<file path="src/taza_pkg.sv">
// ----------------------------------------------------------------------------
// Tilt average zoom angles: package
// Beat types, operation flags and fixed constants shared by the block.
// ----------------------------------------------------------------------------
package taza_pkg;

  // Ring geometry.
  localparam int RING_DEPTH = 32;
  localparam int RING_AW    = 5;

  // Tilt arithmetic: gain of 420 in Q.12.
  localparam int TILT_GAIN  = 420;
  localparam int FRAC_SHIFT = 12;
  localparam int FRAC_MASK  = (1 << FRAC_SHIFT) - 1;

  // Clamp limits and register reset value.
  localparam logic [9:0] ANGLE_LIMIT     = 10'd200;
  localparam logic [9:0] MAX_PITCH_RESET = 10'd200;

  // Mode codes of a request beat.
  localparam logic [1:0] MODE_STORE   = 2'd0;
  localparam logic [1:0] MODE_COMPUTE = 2'd1;
  localparam logic [1:0] MODE_RESTART = 2'd2;

  typedef struct packed {
    logic [1:0]         mode;
    logic signed [15:0] accel_x;
    logic signed [15:0] accel_y;
    logic signed [15:0] accel_z;
    logic               zoomed_in;
  } req_beat_t;

  typedef struct packed {
    logic signed [8:0]  zoom_angle;
    logic signed [10:0] zoom_pitch;
    logic               angles_updated;
    logic               reference_set;
  } rsp_beat_t;

  // What an accepted beat does further down the pipeline.
  typedef struct packed {
    logic store;
    logic capture;
    logic update;
    logic ref_set;
  } op_t;

endpackage

</file>
<file path="src/taza_ring.sv">
// ----------------------------------------------------------------------------
// Tilt average zoom angles: sample ring
// Sample memory with registered read, running sums, reference capture and the
// average-minus-reference differences for the tilt stage.
// ----------------------------------------------------------------------------
module taza_ring #(
  parameter int SAMPLE_BITS = 16
) (
  input  logic                          clk,
  input  logic                          rst,
  input  logic                          advance,
  input  logic                          rd_en,
  input  logic [taza_pkg::RING_AW-1:0]  rd_idx,
  input  logic                          s1_valid,
  input  taza_pkg::op_t                 s1_op,
  input  logic [taza_pkg::RING_AW-1:0]  s1_idx,
  input  logic signed [SAMPLE_BITS-1:0] s1_x,
  input  logic signed [SAMPLE_BITS-1:0] s1_y,
  output logic signed [SAMPLE_BITS:0]   diff_x,
  output logic signed [SAMPLE_BITS:0]   diff_y
);
  import taza_pkg::*;

  localparam int SW = SAMPLE_BITS + RING_AW;
  localparam int MW = 2 * SAMPLE_BITS;

  logic [MW-1:0]                 mem [RING_DEPTH];
  logic [RING_DEPTH-1:0]         entry_vld;
  logic [MW-1:0]                 rd_data;
  logic [MW-1:0]                 wr_data;
  logic                          wr_en;
  logic signed [SAMPLE_BITS-1:0] old_x;
  logic signed [SAMPLE_BITS-1:0] old_y;
  logic signed [SW-1:0]          sum_x;
  logic signed [SW-1:0]          sum_y;
  logic signed [SAMPLE_BITS-1:0] avg_x;
  logic signed [SAMPLE_BITS-1:0] avg_y;
  logic signed [SAMPLE_BITS-1:0] ref_x;
  logic signed [SAMPLE_BITS-1:0] ref_y;

  // A store writes its sample back when it advances out of stage one, after its read.
  assign wr_en   = advance && s1_valid && s1_op.store;
  assign wr_data = {s1_x, s1_y};

  // The z axis never reaches a result, so only x and y are kept.
  always_ff @(posedge clk) begin
    if (wr_en) begin
      mem[s1_idx] <= wr_data;
    end
  end

  // Entries never written since reset read as zero.
  always_ff @(posedge clk) begin
    if (rst) begin
      entry_vld <= '0;
    end else if (wr_en) begin
      entry_vld[s1_idx] <= 1'b1;
    end
  end

  // Registered read, with the write of the same edge forwarded.
  always_ff @(posedge clk) begin
    if (rd_en) begin
      if (wr_en && (s1_idx == rd_idx)) begin
        rd_data <= wr_data;
      end else if (entry_vld[rd_idx]) begin
        rd_data <= mem[rd_idx];
      end else begin
        rd_data <= '0;
      end
    end
  end

  assign old_x = $signed(rd_data[MW-1:SAMPLE_BITS]);
  assign old_y = $signed(rd_data[SAMPLE_BITS-1:0]);

  // Running sums: add the new sample, drop the one it replaces.
  always_ff @(posedge clk) begin
    if (rst) begin
      sum_x <= '0;
      sum_y <= '0;
    end else if (wr_en) begin
      sum_x <= sum_x + SW'(s1_x) - SW'(old_x);
      sum_y <= sum_y + SW'(s1_y) - SW'(old_y);
    end
  end

  // Floor average over the ring is an arithmetic shift.
  assign avg_x = $signed(sum_x[SW-1:RING_AW]);
  assign avg_y = $signed(sum_y[SW-1:RING_AW]);

  // The first qualifying compute takes the averages as reference.
  always_ff @(posedge clk) begin
    if (rst) begin
      ref_x <= '0;
      ref_y <= '0;
    end else if (advance && s1_valid && s1_op.capture) begin
      ref_x <= avg_x;
      ref_y <= avg_y;
    end
  end

  assign diff_x = (SAMPLE_BITS + 1)'(avg_x) - (SAMPLE_BITS + 1)'(ref_x);
  assign diff_y = (SAMPLE_BITS + 1)'(avg_y) - (SAMPLE_BITS + 1)'(ref_y);

endmodule

</file>
<file path="src/taza_tilt.sv">
// ----------------------------------------------------------------------------
// Tilt average zoom angles: tilt scaler
// Scales a difference by the tilt gain, truncates toward zero and clamps it
// to a symmetric limit.
// ----------------------------------------------------------------------------
module taza_tilt #(
  parameter int SAMPLE_BITS = 16
) (
  input  logic signed [SAMPLE_BITS:0] diff,
  input  logic [9:0]                  limit,
  output logic signed [10:0]          tilt
);
  import taza_pkg::*;

  localparam int PW = SAMPLE_BITS + 11;

  logic signed [PW-1:0] prod;
  logic signed [PW-1:0] bias;
  logic signed [PW-1:0] quot;
  logic signed [PW-1:0] lim_pos;
  logic signed [PW-1:0] lim_neg;
  logic signed [PW-1:0] clamped;

  // Gain multiply, then a biased shift so negative values round toward zero.
  assign prod = PW'(diff) * PW'(TILT_GAIN);
  assign bias = prod[PW-1] ? PW'(FRAC_MASK) : '0;
  assign quot = (prod + bias) >>> FRAC_SHIFT;

  assign lim_pos = $signed(PW'(limit));
  assign lim_neg = -lim_pos;

  // Symmetric clamp.
  always_comb begin
    if (quot > lim_pos) begin
      clamped = lim_pos;
    end else if (quot < lim_neg) begin
      clamped = lim_neg;
    end else begin
      clamped = quot;
    end
  end

  assign tilt = clamped[10:0];

endmodule

</file>
<file path="src/tilt_average_zoom_angles.sv">
// ----------------------------------------------------------------------------
// Tilt average zoom angles: top level
// Averages accelerometer samples over a ring and reports clamped angle and
// pitch relative to a captured reference.
// ----------------------------------------------------------------------------
// Usage:
//   Request beats (req_valid/req_ready, payload req) carry a mode: store a
//   sample, compute angles, or restart tracking. Every request beat yields
//   exactly one response beat (rsp_valid/rsp_ready, payload rsp), in order.
//   max_pitch is written through cfg_wr_en/cfg_wr_data while the block is
//   idle; it resets to 200.
//   Throughput is one beat per cycle while the receiver does not stall.
//   The accepting edge registers the beat in stage one with its ring memory
//   read, the running sums and reference subtraction feed the stage two
//   register, and the gain multiply and clamp fill the output register.
//   Reset clears the ring (through per-entry valid bits), the sums, the
//   reference, the held angle and pitch, the tracking state and the
//   pipeline valid bits; the block is ready for a request once reset ends.
//   When the receiver stalls, the whole pipeline holds and req_ready drops;
//   the response register is never overwritten while it waits.
// ----------------------------------------------------------------------------
module tilt_average_zoom_angles #(
  parameter int SAMPLE_BITS = 16
) (
  input  logic                clk,
  input  logic                rst,
  input  logic                req_valid,
  output logic                req_ready,
  input  taza_pkg::req_beat_t req,
  output logic                rsp_valid,
  input  logic                rsp_ready,
  output taza_pkg::rsp_beat_t rsp,
  input  logic                cfg_wr_en,
  input  logic [9:0]          cfg_wr_data
);
  import taza_pkg::*;

  logic                          advance;
  logic                          accept;
  logic [RING_AW-1:0]            write_index;
  logic [RING_AW-1:0]            write_index_next;
  logic                          ring_full;
  logic                          ring_full_next;
  logic                          ref_taken;
  logic                          ref_taken_next;
  op_t                           op0;
  logic signed [SAMPLE_BITS-1:0] smp_x;
  logic signed [SAMPLE_BITS-1:0] smp_y;
  logic [9:0]                    max_pitch;

  logic                          s1_valid;
  op_t                           s1_op;
  logic [RING_AW-1:0]            s1_idx;
  logic signed [SAMPLE_BITS-1:0] s1_x;
  logic signed [SAMPLE_BITS-1:0] s1_y;
  logic signed [SAMPLE_BITS:0]   diff_x;
  logic signed [SAMPLE_BITS:0]   diff_y;

  logic                          s2_valid;
  op_t                           s2_op;
  logic signed [SAMPLE_BITS:0]   s2_diff_x;
  logic signed [SAMPLE_BITS:0]   s2_diff_y;
  logic signed [10:0]            angle_tilt;
  logic signed [10:0]            pitch_tilt;
  logic signed [8:0]             angle_reg;
  logic signed [10:0]            pitch_reg;

  // The pipeline moves whenever the response register is free or drained.
  assign advance   = !rsp_valid || rsp_ready;
  assign req_ready = advance;
  assign accept    = req_valid && advance;

  // Samples are the low SAMPLE_BITS of each field, sign extended.
  assign smp_x = SAMPLE_BITS'(req.accel_x);
  assign smp_y = SAMPLE_BITS'(req.accel_y);

  // Tracking state and the operation of the incoming beat.
  always_comb begin
    write_index_next = write_index;
    ring_full_next   = ring_full;
    ref_taken_next   = ref_taken;
    op0              = '0;
    case (req.mode)
      MODE_STORE: begin
        op0.store        = 1'b1;
        write_index_next = write_index + 1'b1;
        if (write_index_next == '0) begin
          ring_full_next = 1'b1;
        end
      end
      MODE_COMPUTE: begin
        if (ring_full && req.zoomed_in) begin
          if (!ref_taken) begin
            op0.capture    = 1'b1;
            ref_taken_next = 1'b1;
          end else begin
            op0.update = 1'b1;
          end
        end
      end
      MODE_RESTART: begin
        write_index_next = '0;
        ring_full_next   = 1'b0;
        ref_taken_next   = 1'b0;
      end
      default: begin
      end
    endcase
    op0.ref_set = ref_taken_next;
  end

  always_ff @(posedge clk) begin
    if (rst) begin
      write_index <= '0;
      ring_full   <= 1'b0;
      ref_taken   <= 1'b0;
    end else if (accept) begin
      write_index <= write_index_next;
      ring_full   <= ring_full_next;
      ref_taken   <= ref_taken_next;
    end
  end

  // Pitch clamp register.
  always_ff @(posedge clk) begin
    if (rst) begin
      max_pitch <= MAX_PITCH_RESET;
    end else if (cfg_wr_en) begin
      max_pitch <= cfg_wr_data;
    end
  end

  // Stage one: beat waits for its ring read.
  always_ff @(posedge clk) begin
    if (rst) begin
      s1_valid <= 1'b0;
    end else if (advance) begin
      s1_valid <= req_valid;
    end
  end

  always_ff @(posedge clk) begin
    if (advance) begin
      s1_op  <= op0;
      s1_idx <= write_index;
      s1_x   <= smp_x;
      s1_y   <= smp_y;
    end
  end

  taza_ring #(
    .SAMPLE_BITS(SAMPLE_BITS)
  ) u_ring (
    .clk     (clk),
    .rst     (rst),
    .advance (advance),
    .rd_en   (accept && op0.store),
    .rd_idx  (write_index),
    .s1_valid(s1_valid),
    .s1_op   (s1_op),
    .s1_idx  (s1_idx),
    .s1_x    (s1_x),
    .s1_y    (s1_y),
    .diff_x  (diff_x),
    .diff_y  (diff_y)
  );

  // Stage two: differences held for the tilt multiply.
  always_ff @(posedge clk) begin
    if (rst) begin
      s2_valid <= 1'b0;
    end else if (advance) begin
      s2_valid <= s1_valid;
    end
  end

  always_ff @(posedge clk) begin
    if (advance) begin
      s2_op     <= s1_op;
      s2_diff_x <= diff_x;
      s2_diff_y <= diff_y;
    end
  end

  taza_tilt #(
    .SAMPLE_BITS(SAMPLE_BITS)
  ) u_tilt_angle (
    .diff (s2_diff_x),
    .limit(ANGLE_LIMIT),
    .tilt (angle_tilt)
  );

  taza_tilt #(
    .SAMPLE_BITS(SAMPLE_BITS)
  ) u_tilt_pitch (
    .diff (s2_diff_y),
    .limit(max_pitch),
    .tilt (pitch_tilt)
  );

  // Held angle and pitch change only on an update.
  always_ff @(posedge clk) begin
    if (rst) begin
      angle_reg <= '0;
      pitch_reg <= '0;
    end else if (advance && s2_valid && s2_op.update) begin
      angle_reg <= angle_tilt[8:0];
      pitch_reg <= pitch_tilt;
    end
  end

  // Response register.
  always_ff @(posedge clk) begin
    if (rst) begin
      rsp_valid <= 1'b0;
    end else if (advance) begin
      rsp_valid <= s2_valid;
    end
  end

  always_ff @(posedge clk) begin
    if (advance && s2_valid) begin
      rsp.zoom_angle     <= s2_op.update ? angle_tilt[8:0] : angle_reg;
      rsp.zoom_pitch     <= s2_op.update ? pitch_tilt : pitch_reg;
      rsp.angles_updated <= s2_op.update;
      rsp.reference_set  <= s2_op.ref_set;
    end
  end

endmodule

</file>
<file path="config.mk">
export PLATFORM = sky130hd
export DESIGN_NAME = tilt_average_zoom_angles
export DESIGN_NICKNAME = d
export VERILOG_FILES = /design/src/taza_pkg.sv /design/src/taza_ring.sv /design/src/taza_tilt.sv /design/src/tilt_average_zoom_angles.sv
export SDC_FILE = /design/constraint.sdc
export NUM_CORES = 2
export LEC_CHECK = 0
export BUFFER_PORTS_ARGS = -buffer_cell sky130_fd_sc_hd__buf_2
export CAP_MARGIN = 0
export CORE_MARGIN = 5
export CORE_UTILIZATION = 60
export DETAILED_ROUTE_END_ITERATION = 6
export GPL_ROUTABILITY_DRIVEN = 0
export GPL_TIMING_DRIVEN = 0
export MAX_ROUTING_LAYER = met4
export PLACE_DENSITY = 0.75
export REMOVE_ABC_BUFFERS = 1
export SYNTH_ARGS = -nofsm -noshare
export SYNTH_HDL_FRONTEND = slang
export SYNTH_SLANG_ARGS = --single-unit
</file>
<file path="constraint.sdc">
create_clock -name clk -period 22.5 [get_ports clk]
set_clock_uncertainty 0.1 [all_clocks]
set_input_delay 2.25 -clock clk [delete_from_list [all_inputs] [get_ports clk]]
set_output_delay 2.25 -clock clk [all_outputs]
set_load 0.01 [all_outputs]
</file>
; ---- After elaboration in Yosys (flattened, before gate mapping)
; Memories as Yosys holds them, arrays and structs flattened. A register that Yosys moved wholly into a read port is not among the register bits.
; Cells that the tools add are included.
[op_classes]
addsub = 10
multipliers = 2
div_mod_pow = 0
n_lt_le_gt_ge = 7
eq_ne = 4
n_shift = 0
n_mux = 26
bitwise_logic = 1
n_reduce_logical = 18
[op_table]
columns = operator, count
row1 = 2-to-1 mux 32 bit, 2
row2 = adder 27 x 13 -> 27 bit, 2
row3 = multiplier 17 x 8 -> 25 bit (second input constant), 2
row4 = adder 21 x 16 -> 21 bit, 2
row5 = subtractor 21 x 16 -> 21 bit, 2
row6 = subtractor 16 x 16 -> 17 bit, 2
row7 = 2-to-1 mux 11 bit, 3
row8 = OR 32 bit, 1
row9 = < comparator 15 x 27 -> 1 bit, 1
row10 = 2-to-1 mux 9 bit, 3
row11 = negator 10 -> 27 bit, 1
row12 = 2-to-1 mux 12 bit, 2
row13 = greater-than comparator 15 x 11 -> 1 bit, 1
row14 = greater-than comparator 15 x 9 -> 1 bit (second input constant), 1
row15 = < comparator 15 x 9 -> 1 bit (second input constant), 1
row16 = < comparator 5 x 6 -> 1 bit (second input constant), 2
row17 = logical AND 1 bit, 10
row18 = 2-to-1 mux 5 bit, 2
row19 = case mux 5 bit (2 select lines), 1
row20 = 2-to-1 mux 1 bit, 9
row21 = adder 5 x 1 -> 5 bit (second input constant), 1
row22 = binary-select mux 1 bit (select 5 bit), 1
row23 = demux 1 bit (select 5 bit), 1
row24 = equality test 5 bit, 1
row25 = other kinds (12), 14
[totals]
ff_bits = 277
latch_bits = 0
ramBits = 1024
rom_bits = 0
in_bits = 66
out_inout_bits = 24
wordCells = 99
mem_count = 1
[mem_list]
columns = memory, words, width, rd, rd_clocked_by_memory_dff, wr, line_no
row1 = u_ring.mem, 32, 32, 1, 1, 1, taza_ring.sv:27  ; logic [MW-1:0] mem [RING_DEPTH];

; ---- Depth between registers and ports, before layout
[logic_depth]
word_depth = 7
depth_mapped = 40
depth_no_buf = 39

; ---- Hierarchy
; From an unflattened synthesis, not the netlist that was laid out.
[unflattened]
cells_unflattened = 4480
area_unflattened_um2 = 62398.6
[modules_own_cells]
columns = module, n_inst, cells_each, area_per_inst_um2, seq_area_each_um2
row1 = taza_ring, 1, 3167, 49293.5, 33832.4
row2 = taza_tilt, 2, 498, 4107.7, 0.0
row3 = tilt_average_zoom_angles, 1, 317, 4889.7, 3773.6

; ---- Least setup slack after synthesis
; Ideal clock, no wire load.
[synth_timing]
path_type = register to register
from = register s2_diff_y[5]
to = register rsp[7] (netlist name) (data pin)
setup_ns = 0.259
arrival_time_ns = 8.188
t_required_ns = 22.141
slack_ns = 13.953
stages_incl_launch_ff = 39
path_buffers = 1
period_less_slack_ns = 8.547
cell_sequence = edfxtp_1 ha_1 fa_1 fa_1 ha_1 ha_1 a2111oi_0 o21ai_1 and2_1 o21a_1 a21oi_1 xor2_1 ha_1 and4b_1 a21oi_1 nor3_1 nor2_1 and3_1 (+3 left out) o311ai_0 a22oi_1 xnor2_1 ha_1 o21a_1 o21a_1 o21ai_0 nand2b_1 a21oi_1 nor2b_1 o21ai_0 a21oi_1 o31ai_1 clkbuf_1 nor2_1 a21oi_1 o31a_1 nand3_1
[synth_via]
elab_chain_cells = 7
elab_cells_between_ends = 8
cone_classes = 1 x add/sub / 1 x mul / 2 x order compare / 4 x mux
[synth_rtl]
columns = element, line_no
row1 = from (decl), tilt_average_zoom_angles.sv:62  ; logic signed [SAMPLE_BITS:0] s2_diff_y;
row2 = from (signal assigned), tilt_average_zoom_angles.sv:181  ; s2_diff_y <= diff_y;
row3 = multiplier 17 x 8 -> 25 bit *, taza_tilt.sv:25  ; assign prod = PW'(diff) * PW'(TILT_GAIN);
row4 = 2-to-1 mux 12 bit, taza_tilt.sv:26  ; assign bias = prod[PW-1] ? PW'(FRAC_MASK) : '0;
row5 = adder 27 x 13 -> 27 bit *, taza_tilt.sv:27  ; assign quot = (prod + bias) >>> FRAC_SHIFT;
row6 = < comparator 15 x 27 -> 1 bit, taza_tilt.sv:36  ; end else if (quot < lim_neg) begin
row7 = 2-to-1 mux 11 bit, taza_tilt.sv:36
row8 = 2-to-1 mux 11 bit *, taza_tilt.sv:34  ; if (quot > lim_pos) begin
row9 = 2-to-1 mux 11 bit *, tilt_average_zoom_angles.sv:224  ; rsp.zoom_pitch <= s2_op.update ? pitch_tilt : pitch_reg;
row10 = to (decl), tilt_average_zoom_angles.sv:32  ; output taza_pkg::rsp_beat_t rsp,
; Mark *: on every way between the ends. The rest lies on a longest branch, timed or not.
; A chain may end at the register's enable or synchronous reset.

; ---- Worst setup path in the final report
; Same ends and word-level chain as after synthesis.

==> results.md <==
* Status: finished with violations
* Failing checks: DRC
* PostCTS Resize Cnt at 0
* Worst R2R Setup Slack at between 10 and 15 ns
* Vias in the first global route at roughly 34000
* Worst slew margin at 0.1958
* Initial antenna violation count at 0
* Hold-fix buffers, CTS at 0
* Initial Util at 0.6015
* Largest fanout on the critical path at 23
* P per Cell Area at around 110 nW/µm²
* Core box area at 99710 µm²
* Largest reg by FF count: u_ring.mem
* Crit end category: flip-flop
* Largest net degree at the start of global routing at between 70 and 80
* Synth warn at 0
* Die Wd at 326.2 µm
* Arrival @ worst endpoint at 11.07 ns
* Setup repair bufs after CTS at 0
* Met2 wire len at approximately 68000 µm
* Row Count at between 100 and 150
* Top post-synthesis cells by area: edfxtp_1 (58%), mux4_2 (12%), ha_1 (5.2%)
* Top Registers: u_ring.mem x1024, u_ring.entry_vld x32, u_ring.rd_data x32
* Synthesized area at ~60000 µm²
* Peak supply drop at ~0.00012 V
* Fillers at roughly 6300
* GRT Residual Overflow at 0
* Vias per cell at 6.389
* Synth top cells by count: edfxtp_1 (1155), inv_1 (333), mux4_2 (330)
* H-tree levels at 4
* Min-Delay Path Class: flip-flop to flip-flop
* Root buf cell: clkbuf_16
* Die ar. at ~110000 µm²
* Worst stage delay on the critical path at 0.79 ns
* Num ports at 90
* Final period utilization at 0.4701
* Syn avg cell area at approximately 16 µm²
* FF+latch count, synth at between 1000 and 1500
* Worst-skew pair later-pin latency at 0.76 ns
* Placed instance area at 63490 µm²
* Finished Cell Area at between 60000 and 70000 µm²
* Drt total wl at approximately 140000 µm
* CTS Buf Count at between 100 and 150
* R2R Path End: rsp[7]
* Final hold violation count at 0
* Mapped Cells at ~3800
* Share of layout cells above drive strength 1 at 0.1826
* Hpwl dp at ~88000 µm
* IO Port Bufs at 73
* First-pass DRT Iterations at 7
* Clock tree buffer depth at 3
* Post-Route M1 WL at between 50000 and 60000 µm
* Fin Setup TNS at 0 ns
* Number of distinct library cells after synthesis at between 70 and 80
* Wire per inst at about 27 µm
* Reg-to-Reg Start: s2_diff_y[5]
* Leading register cell type out of synthesis: edfxtp_1
* Worst-Margin Slew at 1.205 ns
* Final worst setup slack at about 12 ns
* Async S/R FF share, synth at 0
* CP Launch Type: flip-flop
* Met3 wire len at ~14000 µm
* WHS Path Cells at 0
* Tot Pwr at between 0.007 and 0.008 W
* Fin Hold WS at about 0.3 ns
* Final setup vio count at 0
* Top achievable clock speed at 94.53 MHz
* Worst EP required at around 23 ns
* Post-synth EDFFs at around 1200
* Launch point of the worst path: s2_diff_y[5]
* Area grow syn2layout at 13.08%
* CTS tree: yes
* Clock sinks at 1306
* RSZ-0062 raised after global routing: no
* Total track usage at 0.2824
* Pins Over Slew Limit at 0
* Setup Crit Path Kind: flip-flop to flip-flop
* Worst path slowest cell: o31ai_4
* Most common cell in the netlist: edfxtp_1
* DRC viols at 1
* Final #Nets at between 4000 and 5000
* Worst R2R Path Depth at 36
* MaxCap Viol Count at 0
* Top layer in use: met4
* Number of flip-flops in the largest register at just over 1000
* LEAKAGE at 23.45 nW
* First-pass GRT wire length at around 220000 µm
* Post-layout min period at around 11 ns
* Pre-CTS WS at around 12 ns
* Number of routed nets with antenna violations at 0
* Vert. Die Dim at between 300 and 400 µm
* Crit-path most repeated cell: ha_1
* Reg clk slew, reported paths at ~0.060 ns
* Detailed Route Iter0 Violations at between 3000 and 4000
* Sequential share of the synthesized area at 0.6287
* Via count at 34300
* Cell taking the most area after synthesis: edfxtp_1
* CP Capture Point: rsp[7]
* Share of the synthesized area in the top cell type at 0.5783
## cells by family (layout without fill, tap and decap cells)
logic type,Yosys count,count (layout),synth area share
xor+xnor,120,120,0.01752
buf+inv,481,724,0.03039
fa+ha+maj,347,347,0.08465
mux,392,392,0.1345
simple gates,671,671,0.05002
compound gates,509,509,0.05426
flops,1306,1306,0.6287
other cells,0,1,0
## how the worst min path moves through the flow
stage,startpoint,to,slack [ns]
global route,s1_op[0],s2_op[0],0.32
finish,s1_op[0],s2_op[0],0.31
detailed placement,s2_op[0],rsp[0],0.30
global placement,s1_op[0],s2_op[0],0.30
floorplan,s2_op[0],rsp[0],0.30
CTS,s1_op[0],s2_op[0],0.30
## where the power goes
part           switching (W)  internal [W]  leakage [nW]  total, W
clock network       0.000940       0.00125          2.10   0.00219
registers          0.0000827       0.00268          11.8   0.00276
logic                0.00135      0.000987          9.55   0.00234
total                0.00237       0.00492          23.5   0.00729
## per-layer routing
metal	vias up	global-route usage
met1	17140	0.3749
met2	1914	0.4347
met4	0	0.1184
li1	14840	-
met3	411	0.05678
met5	-	-
## worst max-delay path: cells and delay by family, from the launching register on
kind | cells | cell delay, ns
AND/OR/NAND/NOR | 12 | 2.60
AO/OA/AOI/OAI | 15 | 3.76
flip-flops | 1 | 0.50
XOR/XNOR | 2 | 0.85
adder cells (fa/ha/maj) | 7 | 2.58
## area by class of cell
cell class              instances  area, µm²  share of cell area
clock inverters                63      739.5             0.01090
inverters                     335       1262             0.01861
flip-flops and latches       1306      37720              0.5562
repair buffers                152       2151             0.03171
clock buffers                 174       3585             0.05285
well taps                    1298       1624             0.02395
diodes                          1      2.502          0.00003690
multi-input cells            2039      20730              0.3057
## cells in the final DEF (no fill, tap or decap), types with 11 or more instances in the layout
cell       count
edfxtp_1    1155
inv_1        332
mux4_2       330
nand2_1      268
ha_1         249
a21oi_1      172
nor2_1       169
dfxtp_1      146
clkbuf_16    135
fa_1          98
xnor2_1       87
o21ai_0       85
buf_2         72
mux2i_1       51
o31ai_1       40
buf_16        38
o21a_1        37
buf_12        34
xor2_1        33
clkbuf_1      33
nor2_4        32
nand3_1       30
nor3_1        28
nor2b_1       24
a211oi_1      24
a21o_1        23
a21boi_0      19
and3_1        17
nand2b_1      17
or3_1         16
clkinv_1      16
clkinv_2      16
and2_1        14
o21bai_1      14
o211ai_1      14
nor4_1        12
nand4_1       11
a31oi_1       11
## metrics by stage
stage | instances | utilization
after global routing | 5367 | 0.6802
after CTS | 5367 | 0.6802
after global placement | 5051 | 0.6158
final | 5368 | 0.6802
after detailed placement | 5130 | 0.6368
after floorplan | 3680 | -
(Power assumes the default switching activity.)
